==> src/rtl/lsc_pkg.sv <==
// ----------------------------------------------------------------------------
// lsc_pkg
// Types and constants shared by the LED matrix row scanner.
// ----------------------------------------------------------------------------
package lsc_pkg;

	localparam int ROW_IDX_W   = 3;
	localparam int BANK_SIZE   = 1 << ROW_IDX_W;
	localparam int ADDR_W      = ROW_IDX_W + 1;
	localparam int MEM_DEPTH   = 2 * BANK_SIZE;
	localparam int COL_W       = 8;
	localparam int ROW_CNT_W   = 4;
	localparam int MAX_ROWS_DEF = 8;

	localparam logic [COL_W-1:0] ALL_OFF = 8'hff;

	typedef enum logic {
		OP_WRITE = 1'b0,
		OP_TICK  = 1'b1
	} lsc_op_t;

	typedef struct packed {
		lsc_op_t              operation;
		logic [ROW_IDX_W-1:0] row_index;
		logic [COL_W-1:0]     row_data;
		logic                 last_of_frame;
	} lsc_in_t;

	typedef struct packed {
		logic [COL_W-1:0] column_data;
		logic [COL_W-1:0] row_select;
	} lsc_out_t;

	// frame store access from the scan control
	typedef struct packed {
		logic              we;
		logic [ADDR_W-1:0] waddr;
		logic [COL_W-1:0]  wdata;
		logic              re;
		logic [ADDR_W-1:0] raddr;
	} lsc_mem_req_t;

endpackage

==> src/rtl/led_matrix_row_scanner_unit.sv <==
// A tick beat's result passes the read stage, then the output register.
// Throughput: one beat per cycle when not stalled; the store has one write and
// one read port and a beat uses one of them, so writes and ticks mix freely.
// Input stalls only while the read stage and output register are both full.
// Reset clears the flags, row counter and store valid bits (store reads zero).
// ----------------------------------------------------------------------------
// led_matrix_row_scanner_unit
// Double-buffered row multiplexer for a binary LED matrix.
// ----------------------------------------------------------------------------
module led_matrix_row_scanner_unit
	import lsc_pkg::*;
#(
	parameter int MAX_ROWS = MAX_ROWS_DEF
) (
	input  logic                 clk,
	input  logic                 arst_n,
	input  logic                 in_valid,
	output logic                 in_stall,
	input  lsc_in_t              in_item,
	output logic                 out_valid,
	input  logic                 out_stall,
	output lsc_out_t             out_item,
	input  logic                 cfg_we,
	input  logic [ROW_CNT_W-1:0] cfg_wdata
);

	lsc_mem_req_t     req;
	logic             fire;
	logic [COL_W-1:0] rsel;
	logic [COL_W-1:0] rdata;
	logic             hold;
	logic             accept;

	assign in_stall = hold;
	assign accept   = in_valid && !hold;

	lsc_scan_ctrl #(
		.MAX_ROWS(MAX_ROWS)
	) u_ctrl (
		.clk      (clk),
		.arst_n   (arst_n),
		.accept   (accept),
		.item     (in_item),
		.cfg_we   (cfg_we),
		.cfg_wdata(cfg_wdata),
		.req      (req),
		.fire     (fire),
		.rsel     (rsel)
	);

	lsc_frame_mem u_mem (
		.clk   (clk),
		.arst_n(arst_n),
		.req   (req),
		.rdata (rdata)
	);

	lsc_out_buf u_obuf (
		.clk      (clk),
		.arst_n   (arst_n),
		.fire     (fire),
		.rsel     (rsel),
		.rdata    (rdata),
		.hold     (hold),
		.out_valid(out_valid),
		.out_stall(out_stall),
		.out_item (out_item)
	);

endmodule

==> src/rtl/lsc_frame_mem.sv <==
// ----------------------------------------------------------------------------
// lsc_frame_mem
// Two-bank frame store, one write and one registered read per cycle.
// Per-entry valid bits make unwritten entries read as zero after reset.
// ----------------------------------------------------------------------------
module lsc_frame_mem
	import lsc_pkg::*;
(
	input  logic             clk,
	input  logic             arst_n,
	input  lsc_mem_req_t     req,
	output logic [COL_W-1:0] rdata
);

	logic [COL_W-1:0]     mem [MEM_DEPTH];
	logic [MEM_DEPTH-1:0] vld_q;
	logic [COL_W-1:0]     rdata_q;
	logic                 rhit_q;

	always_ff @(posedge clk) begin
		if (req.we) begin
			mem[req.waddr] <= req.wdata;
		end
		if (req.re) begin
			rdata_q <= mem[req.raddr];
		end
	end

	always_ff @(posedge clk or negedge arst_n) begin
		if (!arst_n) begin
			vld_q  <= '0;
			rhit_q <= 1'b0;
		end else begin
			if (req.we) begin
				vld_q[req.waddr] <= 1'b1;
			end
			if (req.re) begin
				rhit_q <= vld_q[req.raddr];
			end
		end
	end

	assign rdata = rhit_q ? rdata_q : '0;

endmodule

==> src/rtl/lsc_scan_ctrl.sv <==
// ----------------------------------------------------------------------------
// lsc_scan_ctrl
// Bank select, row counter and frame flags; turns each beat into a
// frame store write or read.
// ----------------------------------------------------------------------------
module lsc_scan_ctrl
	import lsc_pkg::*;
#(
	parameter int MAX_ROWS = MAX_ROWS_DEF
) (
	input  logic                 clk,
	input  logic                 arst_n,
	input  logic                 accept,
	input  lsc_in_t              item,
	input  logic                 cfg_we,
	input  logic [ROW_CNT_W-1:0] cfg_wdata,
	output lsc_mem_req_t         req,
	output logic                 fire,
	output logic [COL_W-1:0]     rsel
);

	localparam logic [ROW_CNT_W-1:0] MAX_ROWS_C = ROW_CNT_W'(MAX_ROWS);
	localparam logic [ROW_CNT_W-1:0] ONE_ROW    = ROW_CNT_W'(1);

	logic [ROW_CNT_W-1:0] row_count_q;
	logic                 front_q;
	logic [ROW_CNT_W-1:0] scan_row_q;
	logic                 pending_q;
	logic                 ready_q;

	logic [ROW_CNT_W-1:0] eff_rows;
	logic                 wrap;
	logic [ROW_IDX_W-1:0] row;
	logic                 front_nxt;
	logic                 is_wr;

	always_comb begin
		eff_rows = row_count_q;
		if (row_count_q == '0) begin
			eff_rows = ONE_ROW;
		end else if (row_count_q > MAX_ROWS_C) begin
			eff_rows = MAX_ROWS_C;
		end
	end

	assign is_wr     = accept && (item.operation == OP_WRITE);
	assign fire      = accept && (item.operation == OP_TICK) && ready_q;
	assign wrap      = scan_row_q >= eff_rows;
	assign row       = wrap ? '0 : scan_row_q[ROW_IDX_W-1:0];
	// a pending frame goes to the front as the scan wraps
	assign front_nxt = (wrap && pending_q) ? ~front_q : front_q;
	assign rsel      = ~(COL_W'(1) << row) & ALL_OFF;

	always_comb begin
		req.we    = is_wr;
		req.waddr = {~front_q, item.row_index};
		req.wdata = item.row_data;
		req.re    = fire;
		req.raddr = {front_nxt, row};
	end

	always_ff @(posedge clk or negedge arst_n) begin
		if (!arst_n) begin
			row_count_q <= MAX_ROWS_C;
			front_q     <= 1'b0;
			scan_row_q  <= '0;
			pending_q   <= 1'b0;
			ready_q     <= 1'b0;
		end else begin
			if (cfg_we) begin
				row_count_q <= cfg_wdata;
			end
			if (is_wr) begin
				pending_q <= item.last_of_frame;
				if (item.last_of_frame) begin
					ready_q <= 1'b1;
				end
			end else if (fire) begin
				front_q    <= front_nxt;
				scan_row_q <= ROW_CNT_W'(row) + ONE_ROW;
				if (wrap) begin
					pending_q <= 1'b0;
				end
			end
		end
	end

endmodule

==> src/rtl/lsc_out_buf.sv <==
// ----------------------------------------------------------------------------
// lsc_out_buf
// Read stage and output register; back-pressure reaches the input only
// when both hold a beat.
// ----------------------------------------------------------------------------
module lsc_out_buf
	import lsc_pkg::*;
(
	input  logic             clk,
	input  logic             arst_n,
	input  logic             fire,
	input  logic [COL_W-1:0] rsel,
	input  logic [COL_W-1:0] rdata,
	output logic             hold,
	output logic             out_valid,
	input  logic             out_stall,
	output lsc_out_t         out_item
);

	logic             valid_s1;
	logic [COL_W-1:0] rsel_s1;
	logic             out_valid_q;
	lsc_out_t         out_q;
	logic             move;

	assign move = valid_s1 && !(out_valid_q && out_stall);
	assign hold = valid_s1 && out_valid_q && out_stall;

	always_ff @(posedge clk or negedge arst_n) begin
		if (!arst_n) begin
			valid_s1    <= 1'b0;
			out_valid_q <= 1'b0;
		end else begin
			if (fire) begin
				valid_s1 <= 1'b1;
			end else if (move) begin
				valid_s1 <= 1'b0;
			end
			if (move) begin
				out_valid_q <= 1'b1;
			end else if (!out_stall) begin
				out_valid_q <= 1'b0;
			end
		end
	end

	always_ff @(posedge clk) begin
		if (fire) begin
			rsel_s1 <= rsel;
		end
		if (move) begin
			out_q.column_data <= rdata;
			out_q.row_select  <= rsel_s1;
		end
	end

	assign out_valid = out_valid_q;
	assign out_item  = out_q;

endmodule

==> config.mk <==
export PLATFORM = sky130hd
export DESIGN_NAME = led_matrix_row_scanner_unit
export DESIGN_NICKNAME = d
export VERILOG_FILES = /design/src/rtl/lsc_pkg.sv /design/src/rtl/led_matrix_row_scanner_unit.sv /design/src/rtl/lsc_frame_mem.sv /design/src/rtl/lsc_scan_ctrl.sv /design/src/rtl/lsc_out_buf.sv
export SDC_FILE = /design/constraint.sdc
export NUM_CORES = 1
export LEC_CHECK = 0
export BUFFER_PORTS_ARGS = -buffer_cell sky130_fd_sc_hd__buf_2
export CAP_MARGIN = 15
export CORE_AREA = 2 2 110 138
export DETAILED_ROUTE_END_ITERATION = 10
export DIE_AREA = 0 0 112 140
export PLACE_DENSITY = 0.72
export SYNTH_ARGS = -nofsm -noshare
export SYNTH_HDL_FRONTEND = slang
export SYNTH_SLANG_ARGS = --single-unit
export TNS_END_PERCENT = 20
==> constraint.sdc <==
create_clock -name clk -period 5.17 [get_ports clk]
set_clock_uncertainty 0.1 [all_clocks]
set_input_delay 0.2585 -clock clk [delete_from_list [all_inputs] [get_ports clk]]
set_output_delay 0.2585 -clock clk [all_outputs]
set_load 0.03 [all_outputs]
==> metrics, run 1 <==
largest family of logic cells by synthesized area=compound AO/OA/AOI/OAI gates; complex-gate fraction of the synthesized area=8.859%; Port Buffers=39; diodes inserted=0; reg2reg end=u_mem.rdata_q[1]$_DFFE_PP_; dpl hpwl=9983 µm; Reg2Reg Setup Slack=1.90 ns; Period Utilization, post-route=63.29%; slowest stage delay, CP=0.63 ns; CTS tree=yes; crit-path cells=nor2_1, nor2_1, nor2_1, ha_1, or3b_4, a21oi_4, nand2_2, inv_2, a2bb2oi_1, o221ai_1, o211ai_1; share of layout cells above drive strength 1=22.02%; Die Width=112 µm; Post-synth EDFFs=160; post-synthesis sequential area ratio=71.40%; crit path time final=3.272 ns; Final Wtd Congestion=0.8588; Place WS=1.939 ns; largest net degree at the start of global routing=54; power density cells=520.4 nW/µm²; CP dominant cell by count=nor2_1; FF-to-FF path depth=11; CP Data Required Time=5.22 ns; First-pass DRT Iterations=6; family with the most delay on the worst path=simple AND/OR/NAND/NOR gates; post-synthesis register bit count=190; H-tree depth=4; CTS root buffer=clkbuf_16; switching power=1471 µW; r2r startpoint=u_ctrl.row_count_q[1]$_DFFE_PN0P_; Clock Power Share=27.3%; DRC viols=0; NumNets Final=564; initial core utilization=54.25%; hold_ws=0.07372 ns; CTS Buf Count=17; first-pass GRT wire length=24160 µm; CTS Sinks=190; Critical Path AT=3.32 ns; Flop pwr share=42.5%; switching portion of total power=32.47%; Top Ports=40; Tot GR Track Use=20.40%; vias in the first global route=4390; Fin Setup TNS=0 ns; initial antenna violation count=0; yosys warns=0; routed via count=4257; Post-Synth XOR/XNOR Area=0.2251%; wire length per cell=20.69 µm; final core occ=60.71%; gr ovfl total=0; mux cell area share after synthesis=8.151%; Cell variety after synth=59; ys async rst share=15.79%; Peak Freq=305.6 MHz; synthesized area=7782 µm²; worst-margin pin slew=0.9201 ns; antenna-violating nets left=0; status=finished clean; Commonest cells post-synth=160 x edfxtp_1, 41 x nand2_1, 35 x nor2_1, 29 x dfrtp_1, 20 x inv_1; Setup CP Type=register to register; Via density=5.888; footprint of the multi-input gates=1989 µm²; internal power=3061 µW; maximum vdd ir drop=0.0003501 V; final WL=14960 µm; Buf+Inv Stages, Crit Path=1; Crit. path cell count=11; area share of the largest cell type after synthesis=61.74%; Max-Cap Viols=0; Critical Path End Type=register; Post-Synth Simple-Gate Area=6.720%; core area=14350 µm²; RSZ-0062 raised after global routing=no; number of DRC markers in iteration 0=320; Slew HR=38.25%; largest area contributor in the synthesized netlist=edfxtp_1; hold-critical path depth=4; Worst Hold Class=input pin to register; min-delay src=in_item[12]; clk_lat worst skew=0.43 ns; die extent in y=140 µm; Fin. Hold Viols=0; Hold EP=u_ctrl.ready_q$_DFFE_PN0P_; final worst slack=1.898 ns; Post-Syn Instances=486; Storage cell area=5559 µm²; most area-consuming cells after synthesis=edfxtp_1 62%, dfrtp_1 9.3%, mux4_2 5.2%, nand2_1 2.0%, mux2i_1 1.9%; Avg Inst Size Synth=16.01 µm²; Post-Synth Adder-Cell Area=1.608%; total chip power=4532 µW; filler cell count=1037; final setup fails=0; count leader, synth=edfxtp_1; worst-path fanout max=27; Critical Path Slowest Stage Cell=a21oi_4; Worst Setup Start Kind=register; Comb pwr share=30.2%; Clk pin slew, worst setup/hold paths=0.07 ns; Area Overhead vs Synth=11.91%; Main synth FF type=edfxtp_1; post-CTS sizing=0; Slew Limit Fails=0; Leakage=0.003095 µW; Row Count=49; CTS Buffer Depth=2; Syn Nets=518; DIE AREA=15680 µm²
worst min-delay path, delay by kind of cell:
family,cells,cell delay (ns)
simple gates,3,0.21
buf+inv,1,0.10
cells by family (layout without fill, tap and decap cells):
logic type / count (synthesis) / after routing
AOI/OAI and AO/OA: 89 / 89
xor gates and xnor gates: 2 / 2
adders and majority gates: 10 / 10
buffers and inverters: 44 / 103
DFF: 190 / 190
muxes: 40 / 40
and+or+nand+nor: 111 / 111
cell type report:
cell class	count	share of cell area, %
clock buffers	17	4.884
clock inverters	15	1.566
inverters	21	0.9050
multi-input cells	252	22.84
flip-flops and latches	190	63.83
well taps	178	2.557
repair buffers	50	3.419
power groups by stage:
stage | clock (µW) | sequential (µW) | combinational (µW)
after detailed placement | 0 | 1960 | 1360
after CTS | 1260 | 1930 | 1370
after global routing | 1330 | 1940 | 1500
after floorplan | 0 | 1940 | 1100
final | 1240 | 1930 | 1370
after global placement | 0 | 1950 | 1330
metal layers:
| metal | wire (µm) | vias to the layer above | part of all wire, % | GRT usage [%] |
|---|---|---|---|---|
| li1 | - | 1952 | - | - |
| met1 | 6102 | 2144 | 41 | 25.45 |
| met2 | 7843 | 133 | 52 | 35.53 |
| met3 | 677 | 28 | 4.5 | 4.154 |
| met4 | 331 | 0 | 2.2 | 7.445 |
| met5 | 0 | - | 0 | 0 |
layout by cell type, fill, tap and decap left out, types with 6 or more instances in the layout:
cell type and instances:
edfxtp_1 160, nand2_1 41, buf_2 39, nor2_1 35
dfrtp_1 27, inv_1 20, mux4_2 18, clkbuf_16 17
mux2i_1 15, o221ai_1 12, o22ai_1 11, o21bai_1 11
o211ai_1 10, ha_1 10, and2_1 8, dlygate4sd3_1 8
mux2_2 7, o21ai_0 7, a31oi_1 7, a21oi_1 6
a2bb2oi_1 6
how the worst max path moves through the flow:
stage | from | end
2_1_floorplan | u_ctrl.scan_row_q[0]$_DFFE_PN0P_ | u_ctrl.scan_row_q[2]$_DFFE_PN0P_
3_3_place_gp | u_ctrl.row_count_q[1]$_DFFE_PN0P_ | u_mem.rdata_q[2]$_DFFE_PP_
3_5_place_dp | u_ctrl.row_count_q[1]$_DFFE_PN0P_ | u_mem.rdata_q[1]$_DFFE_PP_
4_1_cts | u_ctrl.row_count_q[1]$_DFFE_PN0P_ | u_mem.rdata_q[1]$_DFFE_PP_
5_1_grt | u_ctrl.row_count_q[3]$_DFFE_PN1P_ | u_mem.rdata_q[4]$_DFFE_PP_
6_report | u_ctrl.row_count_q[1]$_DFFE_PN0P_ | u_mem.rdata_q[1]$_DFFE_PP_
state kept, by name, indices dropped and copies added, names as in the netlist, 4 cells and up:
register / cells
u_mem.rdata_q: 8
u_obuf.out_item: 16
u_ctrl.row_count_q: 4
u_ctrl.scan_row_q: 4
u_mem.vld_q: 16
u_mem.mem: 128
u_obuf.rsel_s1: 8
metrics by stage:
| stage | std cells | cell area [µm²] |
|---|---|---|
| 3_3_place_gp | 683 | 8068 |
| 4_1_cts | 723 | 8710 |
| 3_5_place_dp | 683 | 8068 |
| 6_report | 723 | 8710 |
| 5_1_grt | 723 | 8710 |
| 2_1_floorplan | 486 | 7782 |
what timing repair did:
| item | in CTS | in global routing |
|---|---|---|
| hold endpoints to repair | 36 | 0 |
| hold buffers | 8 | 0 |
| buffers inserted | 0 | 0 |
No activity file was read; power rests on OpenSTA's default activity.
==> run 2: changes to the inputs <==
--- a/config.mk
+++ b/config.mk
@@ -10,7 +10,7 @@
 export CORE_AREA = 2 2 110 138
 export DETAILED_ROUTE_END_ITERATION = 10
 export DIE_AREA = 0 0 112 140
-export PLACE_DENSITY = 0.72
+export PLACE_DENSITY = 0.75
 export SYNTH_ARGS = -nofsm -noshare
 export SYNTH_HDL_FRONTEND = slang
 export SYNTH_SLANG_ARGS = --single-unit
==> constraint.sdc (replaced) <==
create_clock -name clk -period 3 [get_ports clk]
set_clock_uncertainty 0.1 [all_clocks]
set_input_delay 0.15 -clock clk [delete_from_list [all_inputs] [get_ports clk]]
set_output_delay 0.15 -clock clk [all_outputs]
set_load 0.03 [all_outputs]
==> metrics, run 2 (synthesis results as in run 1) <==
First-pass DRT Iterations=5 (-1); Top Ports=40 (unchanged); Port Buffers=39 (unchanged); initial core utilization=54.25% (unchanged); Fin Setup TNS=0 ns (unchanged); crit path time final=2.770 ns (-0.5021 ns); NumNets Final=588 (+4.3%); dpl hpwl=10020 µm (+0.36%); worst-path fanout max=11 (-59%); max reg flops=128 (unchanged); Via density=5.853 (-0.60%); core area=14350 µm² (unchanged); commonest non-fill, non-tap cell in the layout=edfxtp_1; Worst Setup Start Kind=register; Final Wtd Congestion=0.7990 (-7.0%); Tot GR Track Use=20.77% (+0.37 points); clk_lat worst skew=0.42 ns (about the same); antenna-violating nets left=0 (unchanged); CTS Buffer Depth=2 (unchanged); worst-margin pin slew=0.7889 ns (-0.1312 ns); CP Data Required Time=3.06 ns (-2.16 ns); Peak Freq=361.0 MHz (+18%); Die Width=112 µm (unchanged); share of layout cells above drive strength 1=24.12% (+2.1 points); DIE AREA=15680 µm² (unchanged); post-CTS sizing=0 (unchanged); routed via count=4366 (+2.6%); Fin. Hold Viols=0 (unchanged); Period Utilization, post-route=92.33% (+29 points); Post-CTS Setup Inserts=0 (unchanged); Slew HR=47.35% (+9.1 points); DRC viols=0 (unchanged); vias in the first global route=4538 (+3.4%); maximum vdd ir drop=0.0003793 V (+8.3%); wire length per cell=20.59 µm (-0.47%); Area Overhead vs Synth=14.49%; Max-Cap Viols=0 (unchanged); Clk pin slew, worst setup/hold paths=0.07 ns (about the same); Leakage=0.003204 µW (+3.5%); Worst Hold Class=input pin to register; placed instance area=8210 µm² (+1.8%); status=finished clean; RSZ-0062 raised after global routing=no; final WL=15360 µm (+2.7%); CTS tree=yes; post-route cell area=8910 µm² (+2.3%); CTS Buf Count=17 (unchanged); Row Count=49 (unchanged); gr ovfl total=0 (unchanged); final setup fails=0 (unchanged); Slew Limit Fails=0 (unchanged); Critical Path End Type=register; CTS Sinks=190 (unchanged); Setup CP Type=register to register; initial antenna violation count=0 (unchanged); CTS root buffer=clkbuf_16; diodes inserted=0 (unchanged); fin cells=746 (+3.2%); power density cells=893.1 nW/µm² (+72%); most frequent cells in the layout=160 x edfxtp_1, 41 x nand2_1, 39 x buf_2, 35 x nor2_1, 27 x dfrtp_1; first-pass GRT wire length=24620 µm (+1.9%); placed insts=702 (+2.8%); number of DRC markers in iteration 0=331 (+3.4%); die extent in y=140 µm (unchanged); register with the most flip-flops=u_mem.mem; Critical Path AT=2.83 ns (-0.49 ns); largest net degree at the start of global routing=54 (unchanged); H-tree depth=4 (unchanged)
## run 2: cell count changes in the layout (fill, tap and decap cells not counted), sizes merged
cell / delta
clkinvlp: +2
buf: +19
clkbuf: +2
dlygate4sd3: +5
inv: -2
bufinv: +1
clkinv: -4
## run 2: area by class of cell
| type | count | area, µm² |
|---|---|---|
| well taps | 178 | 222.7 |
| clock buffers | 19 | 432.9 |
| multi-input cells | 252 | 1989 |
| repair buffers | 74 | 490.5 |
| flip-flops and latches | 190 | 5559 |
| inverters | 21 | 78.83 |
| clock inverters | 12 | 136.4 |
| fillers | 1021 | 5436 |
## run 2: where the power goes
part           internal, µW  switching, µW
registers              3170            134
clock network          1230            953
logic                  1020           1450
total                  5430           2530
## run 2: repair_timing
action	in CTS	in global routing
endpoints found under the setup margin	0	0
hold buffers	13	0
hold endpoints to repair	36	0
## run 2: final timing paths
kind / startpoint / end / slack, ns / cells past startpoint
min reg2reg: u_obuf.rsel_s1[1]$_DFFE_PP_ / u_obuf.out_item[1]$_DFFE_PP_ / 0.32 / 0
min in group asynchronous: arst_n / u_mem.vld_q[3]$_DFFE_PN0P_ / 0.21 / 2
min: in_item[7] / u_mem.mem[11][6]$_DFFE_PP_ / 0.02 / 1
max reg2reg: u_ctrl.row_count_q[1]$_DFFE_PN0P_ / u_mem.rdata_q[2]$_DFFE_PP_ / 0.23 / 11
max in group asynchronous: arst_n / u_ctrl.scan_row_q[2]$_DFFE_PN0P_ / 2.10 / 2
max: u_ctrl.row_count_q[1]$_DFFE_PN0P_ / u_mem.rdata_q[2]$_DFFE_PP_ / 0.23 / 11
## run 2: critical path, cell delays in order, from the launching register on
cell and delay [ns]:
dfrtp_1 0.40, nor2_1 0.12, nor2_1 0.06, nor2_1 0.08, ha_1 0.25, or3b_4 0.42, a21oi_4 0.26, nand2_2 0.23
inv_2 0.26, a2bb2oi_1 0.10, o221ai_1 0.09, o211ai_1 0.13
## run 2: metal layers
metal	vias to the layer above	GRT usage, %	wire, µm
li1	2003	-	-
met1	2174	25.57	6007
met2	160	35.95	8185
met3	29	4.068	739
met4	0	8.986	427
met5	-	0	0
## run 2: stage by stage
step           worst slack (ns)  utilization, %  total power, µW  hold WS [ns]
6_report                 0.2302           62.11             7958       0.01842
5_1_grt                 0.06376           62.11             8342       0.02905
4_1_cts                  0.2594           62.11             7976       0.01564
3_3_place_gp             0.3764           57.23             5689        0.1063
3_5_place_dp             0.2924           57.23             5785        0.1240
2_1_floorplan            0.4494               -             5234       -0.2456
==> run 3: changes to the inputs <==
--- a/config.mk
+++ b/config.mk
@@ -11,6 +11,7 @@
 export DETAILED_ROUTE_END_ITERATION = 10
 export DIE_AREA = 0 0 112 140
 export PLACE_DENSITY = 0.75
+export RECOVER_POWER = 50
 export SYNTH_ARGS = -nofsm -noshare
 export SYNTH_HDL_FRONTEND = slang
 export SYNTH_SLANG_ARGS = --single-unit
==> metrics, run 3 (synthesis results as in run 1) <==
r2r startpoint=u_ctrl.row_count_q[1]$_DFFE_PN0P_; Worst Setup Start Kind=register; Setup CP Type=register to register; Top Ports=40 (unchanged); dpl hpwl=10020 µm (unchanged); initial core utilization=54.25% (unchanged); Comb pwr share=30.8% (-0.2 points); Slew HR=-9.232% (-57 points); final WL=15320 µm (-0.27%); final setup fails=0 (unchanged); Via density=5.826 (-0.46%); failing checks=max-capacitance violations, max-slew violations; hold-critical path depth=3 (+2); largest net degree at the start of global routing=54 (unchanged); hold_ws=0.03866 ns (+0.02024 ns); antenna-violating nets left=0 (unchanged); placed instance area=8210 µm² (unchanged); diodes inserted=0 (unchanged); core area=14350 µm² (unchanged); Hold EP=u_mem.vld_q[4]$_DFFE_PN0P_; register with the most flip-flops=u_mem.mem; power density cells=894.3 nW/µm² (+0.14%); CTS root buffer=clkbuf_16; post-CTS sizing=0 (unchanged); first-pass GRT wire length=24620 µm (unchanged); clk_lat worst skew=0.42 ns (about the same); Storage cell area=5559 µm² (unchanged); Final Wtd Congestion=0.7990 (unchanged); Leakage=0.003126 µW (-2.4%); FF-to-FF path depth=11 (unchanged); wire length per cell=20.53 µm (-0.27%); Tot GR Track Use=20.77% (unchanged); First-pass DRT Iterations=4 (-1); filler cell count=1042 (+2.1%); commonest non-fill, non-tap cell in the layout=edfxtp_1; share of layout cells above drive strength 1=19.37% (-4.8 points); switching power=2520 µW (-0.47%); DIE AREA=15680 µm² (unchanged); final worst slack=0.2443 ns (+0.01415 ns); Area Overhead vs Synth=14.02%; routed via count=4346 (-0.46%); worst-margin pin slew=1.638 ns (+0.8496 ns); gr ovfl total=0 (unchanged); min-delay src=in_item[10]; total chip power=7936 µW (-0.27%); Place WS=0.2924 ns (unchanged); Critical Path AT=2.82 ns (about the same); Fin. Hold Viols=0 (unchanged); CTS Buffer Depth=2 (unchanged); Fin Setup TNS=0 ns (unchanged); CP Data Required Time=3.07 ns (about the same); Slew Limit Fails=31 (+31); maximum vdd ir drop=0.0003770 V (-0.60%); Row Count=49 (unchanged); Worst Hold Class=input pin to register; NumNets Final=588 (unchanged); H-tree depth=4 (unchanged); reg2reg end=u_mem.rdata_q[3]$_DFFE_PP_; vias in the first global route=4538 (unchanged); Critical Path End Type=register; post-route cell area=8874 µm² (-0.41%); Max-Cap Viols=1 (+1); CTS Sinks=190 (unchanged); switching portion of total power=31.76% (-0.064 points); RSZ-0062 raised after global routing=no; CTS Buf Count=17 (unchanged); DRC viols=0 (unchanged); crit path time final=2.756 ns (-0.01415 ns); Post-CTS Setup Inserts=0 (unchanged); initial antenna violation count=0 (unchanged); Peak Freq=362.9 MHz (+0.51%); Period Utilization, post-route=91.86% (-0.47 points); die extent in y=140 µm (unchanged); number of DRC markers in iteration 0=347 (+4.8%); CTS tree=yes; internal power=5415 µW (-0.18%); status=finished with violations; most frequent cells in the layout=160 x edfxtp_1, 41 x nand2_1, 35 x nor2_1, 29 x clkbuf_1, 27 x dfrtp_1; footprint of the multi-input gates=1989 µm² (unchanged); Clk pin slew, worst setup/hold paths=0.07 ns (about the same); worst-path fanout max=11 (unchanged); Port Buffers=39 (unchanged); Die Width=112 µm (unchanged); max reg flops=128 (unchanged); Clock Power Share=27.5% (about the same); Reg2Reg Setup Slack=0.24 ns (about the same); Flop pwr share=41.7% (+0.2 points)
-- run 3: changes by cell type in the layout (fill, tap and decap cells not counted) --
cell | previous run | this run
a21boi_0 | 0 | 1
clkbuf_1 | 2 | 29
buf_2 | 39 | 13
buf_4 | 22 | 21
and2_0 | 0 | 4
a21boi_1 | 1 | 0
and2_1 | 8 | 4
-- run 3: how the worst max path moves through the flow --
stage / start / cells after the start / slack [ns] / endpoint
global placement: u_ctrl.row_count_q[1]$_DFFE_PN0P_ / 11 / 0.38 / u_mem.rdata_q[3]$_DFFE_PP_
detailed placement: u_ctrl.row_count_q[1]$_DFFE_PN0P_ / 11 / 0.29 / u_mem.rdata_q[2]$_DFFE_PP_
floorplan: u_ctrl.scan_row_q[0]$_DFFE_PN0P_ / 11 / 0.45 / u_ctrl.scan_row_q[2]$_DFFE_PN0P_
finish: u_ctrl.row_count_q[1]$_DFFE_PN0P_ / 11 / 0.24 / u_mem.rdata_q[3]$_DFFE_PP_
global route: u_ctrl.row_count_q[1]$_DFFE_PN0P_ / 11 / 0.06 / u_mem.rdata_q[3]$_DFFE_PP_
CTS: u_ctrl.row_count_q[1]$_DFFE_PN0P_ / 11 / 0.26 / u_mem.rdata_q[7]$_DFFE_PP_
-- run 3: critical path, cell delays in order, from the launching register on --
cell and delay (ns):
dfrtp_1 0.40, nor2_1 0.12, nor2_1 0.06, nor2_1 0.08
ha_1 0.25, or3b_4 0.42, a21oi_4 0.26, nand2_2 0.22
inv_2 0.26, a2bb2oi_1 0.12, o221ai_1 0.10, o211ai_1 0.11
-- run 3: timing repair --
action                     4_1_cts  5_1_grt
setup endpoints to repair        0        0
hold buffers                    13        0
hold endpoints to repair        36        0
-- run 3: per-layer routing --
metal	global-route usage, %	share of wire (%)	vias up	routed length [µm]
met4	8.986	2.7	0	414
met1	25.57	39	2188	5970
met3	4.068	4.6	24	706
li1	-	-	1999	-
met5	0	0	-	0
met2	35.95	54	135	8227
-- run 3: layout make-up --
type	instances	area share, %
Sequential cell	190	62.65
Multi-Input combinational cell	252	22.42
Timing Repair Buffer	74	5.118
Clock buffer	19	4.879
Tap cell	178	2.510
Clock inverter	12	1.537
Inverter	21	0.8883
-- run 3: power groups by stage --
stage	clock network, µW	registers, µW	logic [µW]
floorplan	0	3340	1890
global placement	0	3340	2350
detailed placement	0	3360	2430
CTS	2210	3310	2460
global route	2310	3340	2690
finish	2180	3310	2450
-- run 3: through the flow --
stage | utilization (%) | instances
after floorplan | - | 486
after global placement | 57.23 | 702
after detailed placement | 57.23 | 702
after CTS | 62.11 | 746
after global routing | 61.85 | 746
final | 61.85 | 746
